`src/design/tcg_pkg.sv`:
```
// ----------------------------------------------------------------------------
// tcg_pkg
// Shared types, constants and helper functions of the tenant concurrency gate.
// ----------------------------------------------------------------------------
package tcg_pkg;

  localparam int NUM_TENANTS  = 64;
  localparam int NUM_CLASSES  = 4;
  localparam int COUNT_WIDTH  = 16;

  localparam int TENANT_AW    = (NUM_TENANTS > 1) ? $clog2(NUM_TENANTS) : 1;
  localparam int CLASS_AW     = (NUM_CLASSES > 1) ? $clog2(NUM_CLASSES) : 1;

  // One tenant table entry holds the run count above the task count.
  localparam int ENTRY_W      = 2 * COUNT_WIDTH;

  localparam int OP_W         = 3;
  localparam int TENANT_W     = 6;
  localparam int CLASS_W      = 2;
  localparam int FIELD_W      = 16;
  localparam int EV_W         = 32;
  localparam int NUM_EVENTS   = 5;
  localparam int NUM_CAP_REGS = 4;
  localparam int CFG_IDX_W    = 3;
  localparam int CFG_DATA_W   = 16;
  localparam int CMP_W        = (COUNT_WIDTH > CFG_DATA_W) ? COUNT_WIDTH : CFG_DATA_W;

  // Event counter slots.
  localparam int EV_ADMIT   = 0;
  localparam int EV_REJECT  = 1;
  localparam int EV_ACQUIRE = 2;
  localparam int EV_DEFER   = 3;
  localparam int EV_RELEASE = 4;

  typedef logic [COUNT_WIDTH-1:0] count_t;
  typedef logic [CFG_DATA_W-1:0]  limit_t;
  typedef logic [EV_W-1:0]        event_cnt_t;
  typedef logic [NUM_EVENTS-1:0][EV_W-1:0] events_t;

  typedef enum logic [OP_W-1:0] {
    OP_ADMIT        = 3'd0,
    OP_READMIT      = 3'd1,
    OP_RELEASE_RUN  = 3'd2,
    OP_ACQUIRE      = 3'd3,
    OP_RELEASE_TASK = 3'd4,
    OP_REACQUIRE    = 3'd5,
    OP_QUERY        = 3'd6
  } op_t;

  typedef enum logic [CFG_IDX_W-1:0] {
    REG_RUNS_PER_TENANT  = 3'd0,
    REG_RUNS_GLOBAL      = 3'd1,
    REG_TASKS_PER_TENANT = 3'd2,
    REG_CLASS0_CAP       = 3'd3,
    REG_CLASS1_CAP       = 3'd4,
    REG_CLASS2_CAP       = 3'd5,
    REG_CLASS3_CAP       = 3'd6
  } cfg_reg_t;

  typedef struct packed {
    limit_t                                  runs_per_tenant;
    limit_t                                  runs_global;
    limit_t                                  tasks_per_tenant;
    logic [NUM_CAP_REGS-1:0][CFG_DATA_W-1:0] class_cap;
  } limits_t;

  typedef struct packed {
    count_t tenant_runs;
    count_t tenant_tasks;
    count_t class_tasks;
    count_t global_runs;
    count_t run_peak;
  } counts_t;

  typedef struct packed {
    logic [OP_W-1:0]     op;
    logic [TENANT_W-1:0] tenant;
    logic [CLASS_W-1:0]  resource_class;
  } in_item_t;

  typedef struct packed {
    logic               granted;
    logic [FIELD_W-1:0] tenant_runs;
    logic [FIELD_W-1:0] tenant_tasks;
    logic [FIELD_W-1:0] class_tasks;
    logic [FIELD_W-1:0] total_runs;
    logic [FIELD_W-1:0] peak_runs;
    logic [EV_W-1:0]    admitted_count;
    logic [EV_W-1:0]    rejected_count;
    logic [EV_W-1:0]    acquired_count;
    logic [EV_W-1:0]    deferred_count;
    logic [EV_W-1:0]    released_count;
  } out_item_t;

  function automatic count_t sat_inc(count_t v);
    return (v == '1) ? v : v + count_t'(1);
  endfunction

  function automatic count_t floor_dec(count_t v);
    return (v == '0) ? v : v - count_t'(1);
  endfunction

  function automatic event_cnt_t ev_inc(event_cnt_t v);
    return (v == '1) ? v : v + event_cnt_t'(1);
  endfunction

  // A limit of zero means the check never fails.
  function automatic logic over_limit(count_t cnt, limit_t lim);
    return (lim != '0) && (CMP_W'(cnt) >= CMP_W'(lim));
  endfunction

endpackage

```
`src/design/tcg_ram.sv`:
```
// ----------------------------------------------------------------------------
// tcg_ram
// Generic single-write, single-read RAM with a registered read port.
// ----------------------------------------------------------------------------
module tcg_ram #(
  parameter int WIDTH = 32,
  parameter int DEPTH = 64
) (
  input  logic                                   clk,
  input  logic                                   we,
  input  logic [((DEPTH > 1) ? $clog2(DEPTH) : 1)-1:0] waddr,
  input  logic [WIDTH-1:0]                       wdata,
  input  logic                                   re,
  input  logic [((DEPTH > 1) ? $clog2(DEPTH) : 1)-1:0] raddr,
  output logic [WIDTH-1:0]                       rdata
);

  logic [WIDTH-1:0] mem [DEPTH];

  always_ff @(posedge clk) begin
    if (we) begin
      mem[waddr] <= wdata;
    end
    if (re) begin
      rdata <= mem[raddr];
    end
  end

endmodule

```
`src/design/tcg_cfg.sv`:
```
// ----------------------------------------------------------------------------
// tcg_cfg
// Limit and capacity register file written through the configuration port.
// ----------------------------------------------------------------------------
module tcg_cfg (
  input  logic                             clk,
  input  logic                             rst_n,
  input  logic                             cfg_we,
  input  logic [tcg_pkg::CFG_IDX_W-1:0]    cfg_index,
  input  logic [tcg_pkg::CFG_DATA_W-1:0]   cfg_data,
  output tcg_pkg::limits_t                 limits
);

  tcg_pkg::limits_t lim_r;
  tcg_pkg::limits_t lim_nxt;

  always_comb begin
    lim_nxt = lim_r;
    if (cfg_we) begin
      case (cfg_index)
        tcg_pkg::REG_RUNS_PER_TENANT:  lim_nxt.runs_per_tenant  = cfg_data;
        tcg_pkg::REG_RUNS_GLOBAL:      lim_nxt.runs_global      = cfg_data;
        tcg_pkg::REG_TASKS_PER_TENANT: lim_nxt.tasks_per_tenant = cfg_data;
        tcg_pkg::REG_CLASS0_CAP:       lim_nxt.class_cap[0]     = cfg_data;
        tcg_pkg::REG_CLASS1_CAP:       lim_nxt.class_cap[1]     = cfg_data;
        tcg_pkg::REG_CLASS2_CAP:       lim_nxt.class_cap[2]     = cfg_data;
        tcg_pkg::REG_CLASS3_CAP:       lim_nxt.class_cap[3]     = cfg_data;
        default: begin
        end
      endcase
    end
  end

  always_ff @(posedge clk) begin
    if (!rst_n) begin
      lim_r <= '0;
    end else begin
      lim_r <= lim_nxt;
    end
  end

  assign limits = lim_r;

endmodule

```
`src/design/tcg_update.sv`:
```
// ----------------------------------------------------------------------------
// tcg_update
// Decision and count update for one request, given the counts it touches.
// ----------------------------------------------------------------------------
module tcg_update (
  input  logic [tcg_pkg::OP_W-1:0]    op,
  input  logic                        t_ok,
  input  logic                        c_ok,
  input  tcg_pkg::limits_t            limits,
  input  tcg_pkg::limit_t             class_cap,
  input  tcg_pkg::counts_t            cur,
  input  tcg_pkg::events_t            ev_cur,
  output tcg_pkg::counts_t            nxt,
  output tcg_pkg::events_t            ev_nxt,
  output logic                        granted
);

  tcg_pkg::count_t glob_inc;

  assign glob_inc = tcg_pkg::sat_inc(cur.global_runs);

  always_comb begin
    nxt     = cur;
    ev_nxt  = ev_cur;
    granted = 1'b0;
    if (t_ok) begin
      case (op)
        tcg_pkg::OP_ADMIT: begin
          if (tcg_pkg::over_limit(cur.tenant_runs, limits.runs_per_tenant) ||
              tcg_pkg::over_limit(cur.global_runs, limits.runs_global)) begin
            ev_nxt[tcg_pkg::EV_REJECT] = tcg_pkg::ev_inc(ev_cur[tcg_pkg::EV_REJECT]);
          end else begin
            nxt.tenant_runs = tcg_pkg::sat_inc(cur.tenant_runs);
            nxt.global_runs = glob_inc;
            if (glob_inc > cur.run_peak) begin
              nxt.run_peak = glob_inc;
            end
            ev_nxt[tcg_pkg::EV_ADMIT] = tcg_pkg::ev_inc(ev_cur[tcg_pkg::EV_ADMIT]);
            granted = 1'b1;
          end
        end
        tcg_pkg::OP_READMIT: begin
          nxt.tenant_runs = tcg_pkg::sat_inc(cur.tenant_runs);
          nxt.global_runs = glob_inc;
          if (glob_inc > cur.run_peak) begin
            nxt.run_peak = glob_inc;
          end
        end
        tcg_pkg::OP_RELEASE_RUN: begin
          // Only a tenant that holds a run gives one back to the global count.
          if (cur.tenant_runs != '0) begin
            nxt.tenant_runs = cur.tenant_runs - tcg_pkg::count_t'(1);
            nxt.global_runs = tcg_pkg::floor_dec(cur.global_runs);
          end
        end
        tcg_pkg::OP_ACQUIRE: begin
          if (c_ok) begin
            if (tcg_pkg::over_limit(cur.tenant_tasks, limits.tasks_per_tenant) ||
                tcg_pkg::over_limit(cur.class_tasks, class_cap)) begin
              ev_nxt[tcg_pkg::EV_DEFER] = tcg_pkg::ev_inc(ev_cur[tcg_pkg::EV_DEFER]);
            end else begin
              nxt.tenant_tasks = tcg_pkg::sat_inc(cur.tenant_tasks);
              nxt.class_tasks  = tcg_pkg::sat_inc(cur.class_tasks);
              ev_nxt[tcg_pkg::EV_ACQUIRE] = tcg_pkg::ev_inc(ev_cur[tcg_pkg::EV_ACQUIRE]);
              granted = 1'b1;
            end
          end
        end
        tcg_pkg::OP_RELEASE_TASK: begin
          if (c_ok) begin
            nxt.tenant_tasks = tcg_pkg::floor_dec(cur.tenant_tasks);
            nxt.class_tasks  = tcg_pkg::floor_dec(cur.class_tasks);
            ev_nxt[tcg_pkg::EV_RELEASE] = tcg_pkg::ev_inc(ev_cur[tcg_pkg::EV_RELEASE]);
          end
        end
        tcg_pkg::OP_REACQUIRE: begin
          if (c_ok) begin
            nxt.tenant_tasks = tcg_pkg::sat_inc(cur.tenant_tasks);
            nxt.class_tasks  = tcg_pkg::sat_inc(cur.class_tasks);
          end
        end
        default: begin
        end
      endcase
    end
  end

endmodule

```
`src/design/tenant_concurrency_gate.sv`:
```
// ----------------------------------------------------------------------------
// tenant_concurrency_gate
// Run and task admission gate across tenants and resource classes.
// ----------------------------------------------------------------------------
// The gate takes one request per cycle while its input is not stalled and
// returns one result word per request: the word is held in the output
// register until it is taken at an edge when the output is not stalled. The
// per-tenant run and task counts live in a RAM with a registered read; the
// lookup stage reads the tenant's entry, then the gate decides, updates the
// counts and loads the output register. A write-to-read bypass and one valid
// bit per tenant (cleared by reset) keep back-to-back requests to the same
// tenant exact, so no clearing pass is needed after reset. Configuration
// writes take effect on the next request and must be made while idle.
// ----------------------------------------------------------------------------
module tenant_concurrency_gate (
  input  logic                             clk,
  input  logic                             rst_n,
  input  logic                             in_valid,
  output logic                             in_stall,
  input  tcg_pkg::in_item_t                in_data,
  output logic                             out_valid,
  input  logic                             out_stall,
  output tcg_pkg::out_item_t               out_data,
  input  logic                             cfg_we,
  input  logic [tcg_pkg::CFG_IDX_W-1:0]    cfg_index,
  input  logic [tcg_pkg::CFG_DATA_W-1:0]   cfg_data
);

  tcg_pkg::limits_t limits;

  // Lookup stage.
  logic                  s1_valid_r;
  logic                  s1_valid_nxt;
  tcg_pkg::in_item_t     s1_item_r;
  logic                  in_accept;
  logic                  fire;

  // Tenant table.
  logic [tcg_pkg::NUM_TENANTS-1:0] tvalid_r;
  logic [tcg_pkg::NUM_TENANTS-1:0] tvalid_nxt;
  logic [tcg_pkg::ENTRY_W-1:0]     ram_rdata;
  logic [tcg_pkg::ENTRY_W-1:0]     ram_wdata;
  logic [tcg_pkg::TENANT_AW-1:0]   rd_addr;
  logic [tcg_pkg::TENANT_AW-1:0]   s1_addr;
  logic                            lw_valid_r;
  logic [tcg_pkg::TENANT_AW-1:0]   lw_addr_r;
  logic [tcg_pkg::ENTRY_W-1:0]     lw_data_r;
  logic [tcg_pkg::ENTRY_W-1:0]     entry;

  // Counters held in flops.
  tcg_pkg::count_t  class_cnt_r [tcg_pkg::NUM_CLASSES];
  tcg_pkg::count_t  glob_r;
  tcg_pkg::count_t  peak_r;
  tcg_pkg::events_t ev_r;

  logic                            t_ok;
  logic                            c_ok;
  logic [tcg_pkg::CLASS_AW-1:0]    cidx;
  tcg_pkg::limit_t                 cap_sel;
  tcg_pkg::counts_t                cur;
  tcg_pkg::counts_t                nxt;
  tcg_pkg::events_t                ev_nxt;
  logic                            granted;

  logic                            out_valid_r;
  logic                            out_valid_nxt;
  tcg_pkg::out_item_t              out_data_r;
  tcg_pkg::out_item_t              out_data_nxt;

  tcg_cfg u_cfg (
    .clk       (clk),
    .rst_n     (rst_n),
    .cfg_we    (cfg_we),
    .cfg_index (cfg_index),
    .cfg_data  (cfg_data),
    .limits    (limits)
  );

  assign fire      = s1_valid_r && (!out_valid_r || !out_stall);
  assign in_stall  = s1_valid_r && !fire;
  assign in_accept = in_valid && !in_stall;

  assign rd_addr = tcg_pkg::TENANT_AW'(in_data.tenant);
  assign s1_addr = tcg_pkg::TENANT_AW'(s1_item_r.tenant);

  assign t_ok = int'(s1_item_r.tenant) < tcg_pkg::NUM_TENANTS;
  assign c_ok = int'(s1_item_r.resource_class) < tcg_pkg::NUM_CLASSES;
  assign cidx = tcg_pkg::CLASS_AW'(s1_item_r.resource_class);

  tcg_ram #(
    .WIDTH (tcg_pkg::ENTRY_W),
    .DEPTH (tcg_pkg::NUM_TENANTS)
  ) u_tenant_ram (
    .clk   (clk),
    .we    (fire && t_ok),
    .waddr (s1_addr),
    .wdata (ram_wdata),
    .re    (in_accept),
    .raddr (rd_addr),
    .rdata (ram_rdata)
  );

  // The RAM read may have raced the write of the request just ahead, so the
  // last written entry takes precedence; never-written entries read as zero.
  always_comb begin
    if (lw_valid_r && (lw_addr_r == s1_addr)) begin
      entry = lw_data_r;
    end else if (tvalid_r[s1_addr]) begin
      entry = ram_rdata;
    end else begin
      entry = '0;
    end
  end

  always_comb begin
    cur.tenant_runs  = entry[tcg_pkg::ENTRY_W-1:tcg_pkg::COUNT_WIDTH];
    cur.tenant_tasks = entry[tcg_pkg::COUNT_WIDTH-1:0];
    cur.class_tasks  = c_ok ? class_cnt_r[cidx] : '0;
    cur.global_runs  = glob_r;
    cur.run_peak     = peak_r;
    cap_sel          = limits.class_cap[s1_item_r.resource_class];
  end

  tcg_update u_update (
    .op        (s1_item_r.op),
    .t_ok      (t_ok),
    .c_ok      (c_ok),
    .limits    (limits),
    .class_cap (cap_sel),
    .cur       (cur),
    .ev_cur    (ev_r),
    .nxt       (nxt),
    .ev_nxt    (ev_nxt),
    .granted   (granted)
  );

  assign ram_wdata = {nxt.tenant_runs, nxt.tenant_tasks};

  always_comb begin
    tvalid_nxt = tvalid_r;
    if (fire && t_ok) begin
      tvalid_nxt[s1_addr] = 1'b1;
    end
  end

  always_comb begin
    s1_valid_nxt = s1_valid_r;
    if (in_accept) begin
      s1_valid_nxt = 1'b1;
    end else if (fire) begin
      s1_valid_nxt = 1'b0;
    end
  end

  always_comb begin
    out_valid_nxt = out_valid_r;
    if (fire) begin
      out_valid_nxt = 1'b1;
    end else if (!out_stall) begin
      out_valid_nxt = 1'b0;
    end
  end

  always_comb begin
    out_data_nxt.granted        = granted;
    out_data_nxt.tenant_runs    = t_ok ? tcg_pkg::FIELD_W'(nxt.tenant_runs) : '0;
    out_data_nxt.tenant_tasks   = t_ok ? tcg_pkg::FIELD_W'(nxt.tenant_tasks) : '0;
    out_data_nxt.class_tasks    = c_ok ? tcg_pkg::FIELD_W'(nxt.class_tasks) : '0;
    out_data_nxt.total_runs     = tcg_pkg::FIELD_W'(nxt.global_runs);
    out_data_nxt.peak_runs      = tcg_pkg::FIELD_W'(nxt.run_peak);
    out_data_nxt.admitted_count = ev_nxt[tcg_pkg::EV_ADMIT];
    out_data_nxt.rejected_count = ev_nxt[tcg_pkg::EV_REJECT];
    out_data_nxt.acquired_count = ev_nxt[tcg_pkg::EV_ACQUIRE];
    out_data_nxt.deferred_count = ev_nxt[tcg_pkg::EV_DEFER];
    out_data_nxt.released_count = ev_nxt[tcg_pkg::EV_RELEASE];
  end

  always_ff @(posedge clk) begin
    if (!rst_n) begin
      s1_valid_r  <= 1'b0;
      out_valid_r <= 1'b0;
      tvalid_r    <= '0;
      lw_valid_r  <= 1'b0;
      glob_r      <= '0;
      peak_r      <= '0;
      ev_r        <= '0;
      for (int i = 0; i < tcg_pkg::NUM_CLASSES; i++) begin
        class_cnt_r[i] <= '0;
      end
    end else begin
      s1_valid_r  <= s1_valid_nxt;
      out_valid_r <= out_valid_nxt;
      tvalid_r    <= tvalid_nxt;
      if (fire) begin
        glob_r <= nxt.global_runs;
        peak_r <= nxt.run_peak;
        ev_r   <= ev_nxt;
        if (c_ok) begin
          class_cnt_r[cidx] <= nxt.class_tasks;
        end
        if (t_ok) begin
          lw_valid_r <= 1'b1;
        end
      end
    end
  end

  always_ff @(posedge clk) begin
    if (in_accept) begin
      s1_item_r <= in_data;
    end
    if (fire && t_ok) begin
      lw_addr_r <= s1_addr;
      lw_data_r <= ram_wdata;
    end
    if (fire) begin
      out_data_r <= out_data_nxt;
    end
  end

  assign out_valid = out_valid_r;
  assign out_data  = out_data_r;

endmodule

```
`config.mk`:
```
export PLATFORM = sky130hd
export DESIGN_NAME = tenant_concurrency_gate
export DESIGN_NICKNAME = d
export VERILOG_FILES = /design/src/design/tcg_pkg.sv /design/src/design/tcg_ram.sv /design/src/design/tcg_cfg.sv /design/src/design/tcg_update.sv /design/src/design/tenant_concurrency_gate.sv
export SDC_FILE = /design/constraint.sdc
export NUM_CORES = 2
export LEC_CHECK = 0
export ABC_AREA = 0
export BUFFER_PORTS_ARGS = -buffer_cell sky130_fd_sc_hd__buf_2
export CELL_PAD_IN_SITES_DETAIL_PLACEMENT = 0
export CELL_PAD_IN_SITES_GLOBAL_PLACEMENT = 1
export CORE_ASPECT_RATIO = 1.75
export CORE_MARGIN = 3
export CORE_UTILIZATION = 54
export CTS_CLUSTER_DIAMETER = 120
export DETAILED_ROUTE_END_ITERATION = 8
export PLACE_DENSITY = 0.87
export REMOVE_ABC_BUFFERS = 1
export SETUP_SLACK_MARGIN = 0.1
export SLEW_MARGIN = 10
export SYNTH_ARGS = -nofsm -noshare
export SYNTH_HDL_FRONTEND = slang
export SYNTH_HIERARCHICAL = 1
export SYNTH_SLANG_ARGS = --single-unit
```
`constraint.sdc`:
```
create_clock -name clk -period 23.5 [get_ports clk]
set_input_delay 7.05 -clock clk [delete_from_list [all_inputs] [get_ports clk]]
set_output_delay 7.05 -clock clk [all_outputs]
set_load 0.01 [all_outputs]
```
==> impl_metrics.toml <==
[sta]
hold_violations = 0
whs_ps = 458
relSlewSlack_pct = 18.8
rsz0062_at_grt = "false"
clock_skew_ps = 58.9
worst_pin_slew_ps = 1210
final.min_clock_period_ps = 14560
fin_crit_sh_pct = 62.0
report.final.slew_viol_count = 0
tns_ps = 0
fmax_mhz = 68.7
setup_viol = 0

[synth]
synth_area_um2 = 115000
synth_warnings = 6
synth_edf_count = 2402
synth-async-reset-ratio_pct = 0
synth_top_family_by_area = "multiplexers"
synth_ff_type = "edfxtp_1"
yosysSeqAreaShare_pct = 69.3
synth_cells = 7085
yosys.area_share.simple_pct = 7.19
synth_fa_ha_area_share_pct = 1.02
muxShareOfSynthArea_pct = 13.7
synth_compound_area_share_pct = 5.17
synth_cell_type_count = 100
ys_ff_latch = 2775
synth_xor_area_share_pct = 1.47
syn_avg_cell_area_um2 = 16.2

[global_route]
grt_pass1_vias = 68327
grt_overflow = 0
grt_max_degree = 115
grt_pass1_wl_um = 465000
grt_usage_pct = 29.2
antenna_found_initial = 12

[worst_setup_path]
critPathCaptureType = "output port"
crit_path_top_delay_cell = "and3_1"
critPathTopFamily = "buffers and inverters"
cp.arrival_ps = 7510
required_ps = 16450
crit_buf_inv = 2
cp-start-kind = "primary input"
cp_common_cell = "buf_2"
critical_path.cell_chain = "buf_2, and3_1, buf_2"
cp_slowest_stage_delay_ps = 200
cp_max_fo = 3
path_class = "primary input to output port"

[die]
dieArea_um2 = 218000
initial_utilization_pct = 54.3
io_pins = 278
rows = 223
core_area_um2 = 211000
die_w_um = 355
dieHeight_um = 616

[clocking]
clock_sinks = 2775
root_buffer = "clkbuf_16"
clk_pin_slew_ps = 70
cts_tree = "done"
hold_buffers = 0
cts_setup_buffers = 0
clk_latency_ps = 900
cts_buffers = 227
h-tree-depth = 4
post_cts_resize_count = 0
cts_buffer_depth = 4

[run]
maxCapViolations = 0

[finish]
fillerInstances = 14783
area_growth_pct = 11.6
nNetsFinal = 7521
multi_input_area_um2 = 33700
drive_gt1_share_pct = 20.8
final-seq-area_um2 = 79600

[pwr]
peakVddDrop_mv = 0.0664
p_per_area_nw_per_um2 = 79.5
leakagePower_nw = 42.4
totalPowerFinal_mw = 10.2

[drt]
routedWlPerCell_um = 30.8
drt-initial-drc-count = 7102
wirelength_um = 320000
firstDrtPassIters = 9
viasPerCell = 6.43
ant_nets = 0
vias = 66862
drc = 0

[placement]
routabilityCongestion = 0.927
dp_hpwl_um = 189000
io_buffers = 277

[worst_hold_path]
hold_path_class = "flop to flop"

[outcome]
status = "completed"
[area by class of cell]
type                            instances  area share (%)
Clock inverter                        152            1.32
Tap cell                             2812            2.75
Timing Repair Buffer                  486            2.40
Clock buffer                          263            4.67
Sequential cell                      2775            62.2
Inverter                              129           0.384
Antenna cell                            8          0.0156
Multi-Input combinational cell       3773            26.3
[routing by layer]
metal	GRT usage, %	wire length, µm
met4	23.9	32400
met1	31.6	100000
met5	0	48
met2	50.6	162000
met3	4.63	25300
[synthesized netlist by cell type (13+ instances only)]
cell type  instances  share of area [%]
o21ai_0           85               0.37
nor3_1            84               0.37
dfxtp_1          373                6.5
or3_1             21               0.11
nand2b_1          26               0.14
a31oi_1           64               0.35
nand3_1          109               0.48
buf_2             90               0.39
mux2i_1          248                2.2
clkbuf_1         256               0.84
and3_1            80               0.44
nor3b_1           13              0.085
and2_1            74               0.40
edfxtp_1        2402                 63
ha_1              94                1.0
a22oi_1           26               0.17
xnor2_1          115               0.88
mux4_2           578                 11
o221ai_1          30               0.23
nor2_1           337                1.1
nor4_1            39               0.21
buf_6             14               0.14
a21o_1            17               0.11
buf_1             24              0.078
a21oi_1          207               0.90
nand3b_1          13              0.085
nand4_1           85               0.46
nor2b_1           62               0.34
xor2_1            77               0.59
o21a_1            43               0.28
and4_1            22               0.17
a311oi_1          13              0.099
nand2_1          732                2.4
buf_4             27               0.18
a21boi_0         196                1.3
o22ai_1           95               0.52
inv_1            125               0.41
[worst register-to-register path: cells and delay by family, from the launching register on]
kind                     cells  cell delay, ps
AO/OA/AOI/OAI                7            2850
AND/OR/NAND/NOR              5            1640
buffers and inverters        4            1600
flip-flops                   1             820
adder cells (fa/ha/maj)      1             260
XOR/XNOR                     1             160
[path summary, 6_finish.rpt]
check / from / endpoint / slack (ps) / cells past startpoint
worst min register to register: tvalid_r[0] / tvalid_r[0] / 460 / 1
worst max register to register: s1_addr[1] / u_tenant_ram/mem[14][20] / 15760 / 18
worst min-delay path: tvalid_r[0] / tvalid_r[0] / 460 / 1
worst max-delay path: out_stall / in_stall / 8940 / 3
[sequential cells by signal (all words and copies together), names as in the netlist, named ones only]
register / cells
cidx: 2
tvalid_r: 64
glob_r: 16
u_tenant_ram/rdata: 32
class_cnt_r: 64
out_data: 209
s1_addr: 6
s1_item_r: 3
s1_valid_r: 1
peak_r: 16
lw_data_r: 32
out_valid: 1
u_tenant_ram/mem: 2048
ev_r: 160
lw_addr_r: 6
lw_valid_r: 1
u_cfg/limits: 112
[metrics by stage]
step                      instance area [µm²]  std cells  setup slack (ps)  util, %
after floorplan                        113000       6677              7530        -
after global placement                 120000       9973              8920     57.0
after detailed placement               120000       9973              8930     57.0
after CTS                              128000      10388              8930     60.6
after global routing                   128000      10391              8920     60.6
final                                  128000      10398              8940     60.6
[power by group]
part | internal (mW) | switching (mW)
clock | 2.19 | 1.75
sequential | 5.45 | 0.0295
combinational | 0.225 | 0.529
[cell families after synthesis]
group,Yosys count
DFF,2775
and+or+nand+nor,1750
AOI/OAI and AO/OA,887
muxes,845
buffers and inverters,541
xor gates and xnor gates,192
adders and majority gates,94
other,1
[cells in the final DEF (no fill, tap or decap), drive strengths merged, types with 30 or more instances in the layout]
cell,instances
o21a,43
clkbuf,264
mux4,580
and2,75
buf,485
o21ai,90
and3,80
o221ai,30
nand2,732
dfxtp,373
nor2b,62
mux2i,248
nor2,338
o22ai,95
ha,94
clkinv,89
nor3,86
bufinv,33
nand3,109
a21boi,196
xnor2,115
nand4,85
inv,141
edfxtp,2402
xor2,77
a21oi,209
nor4,42
a31oi,64
(Power assumes the default switching activity.)
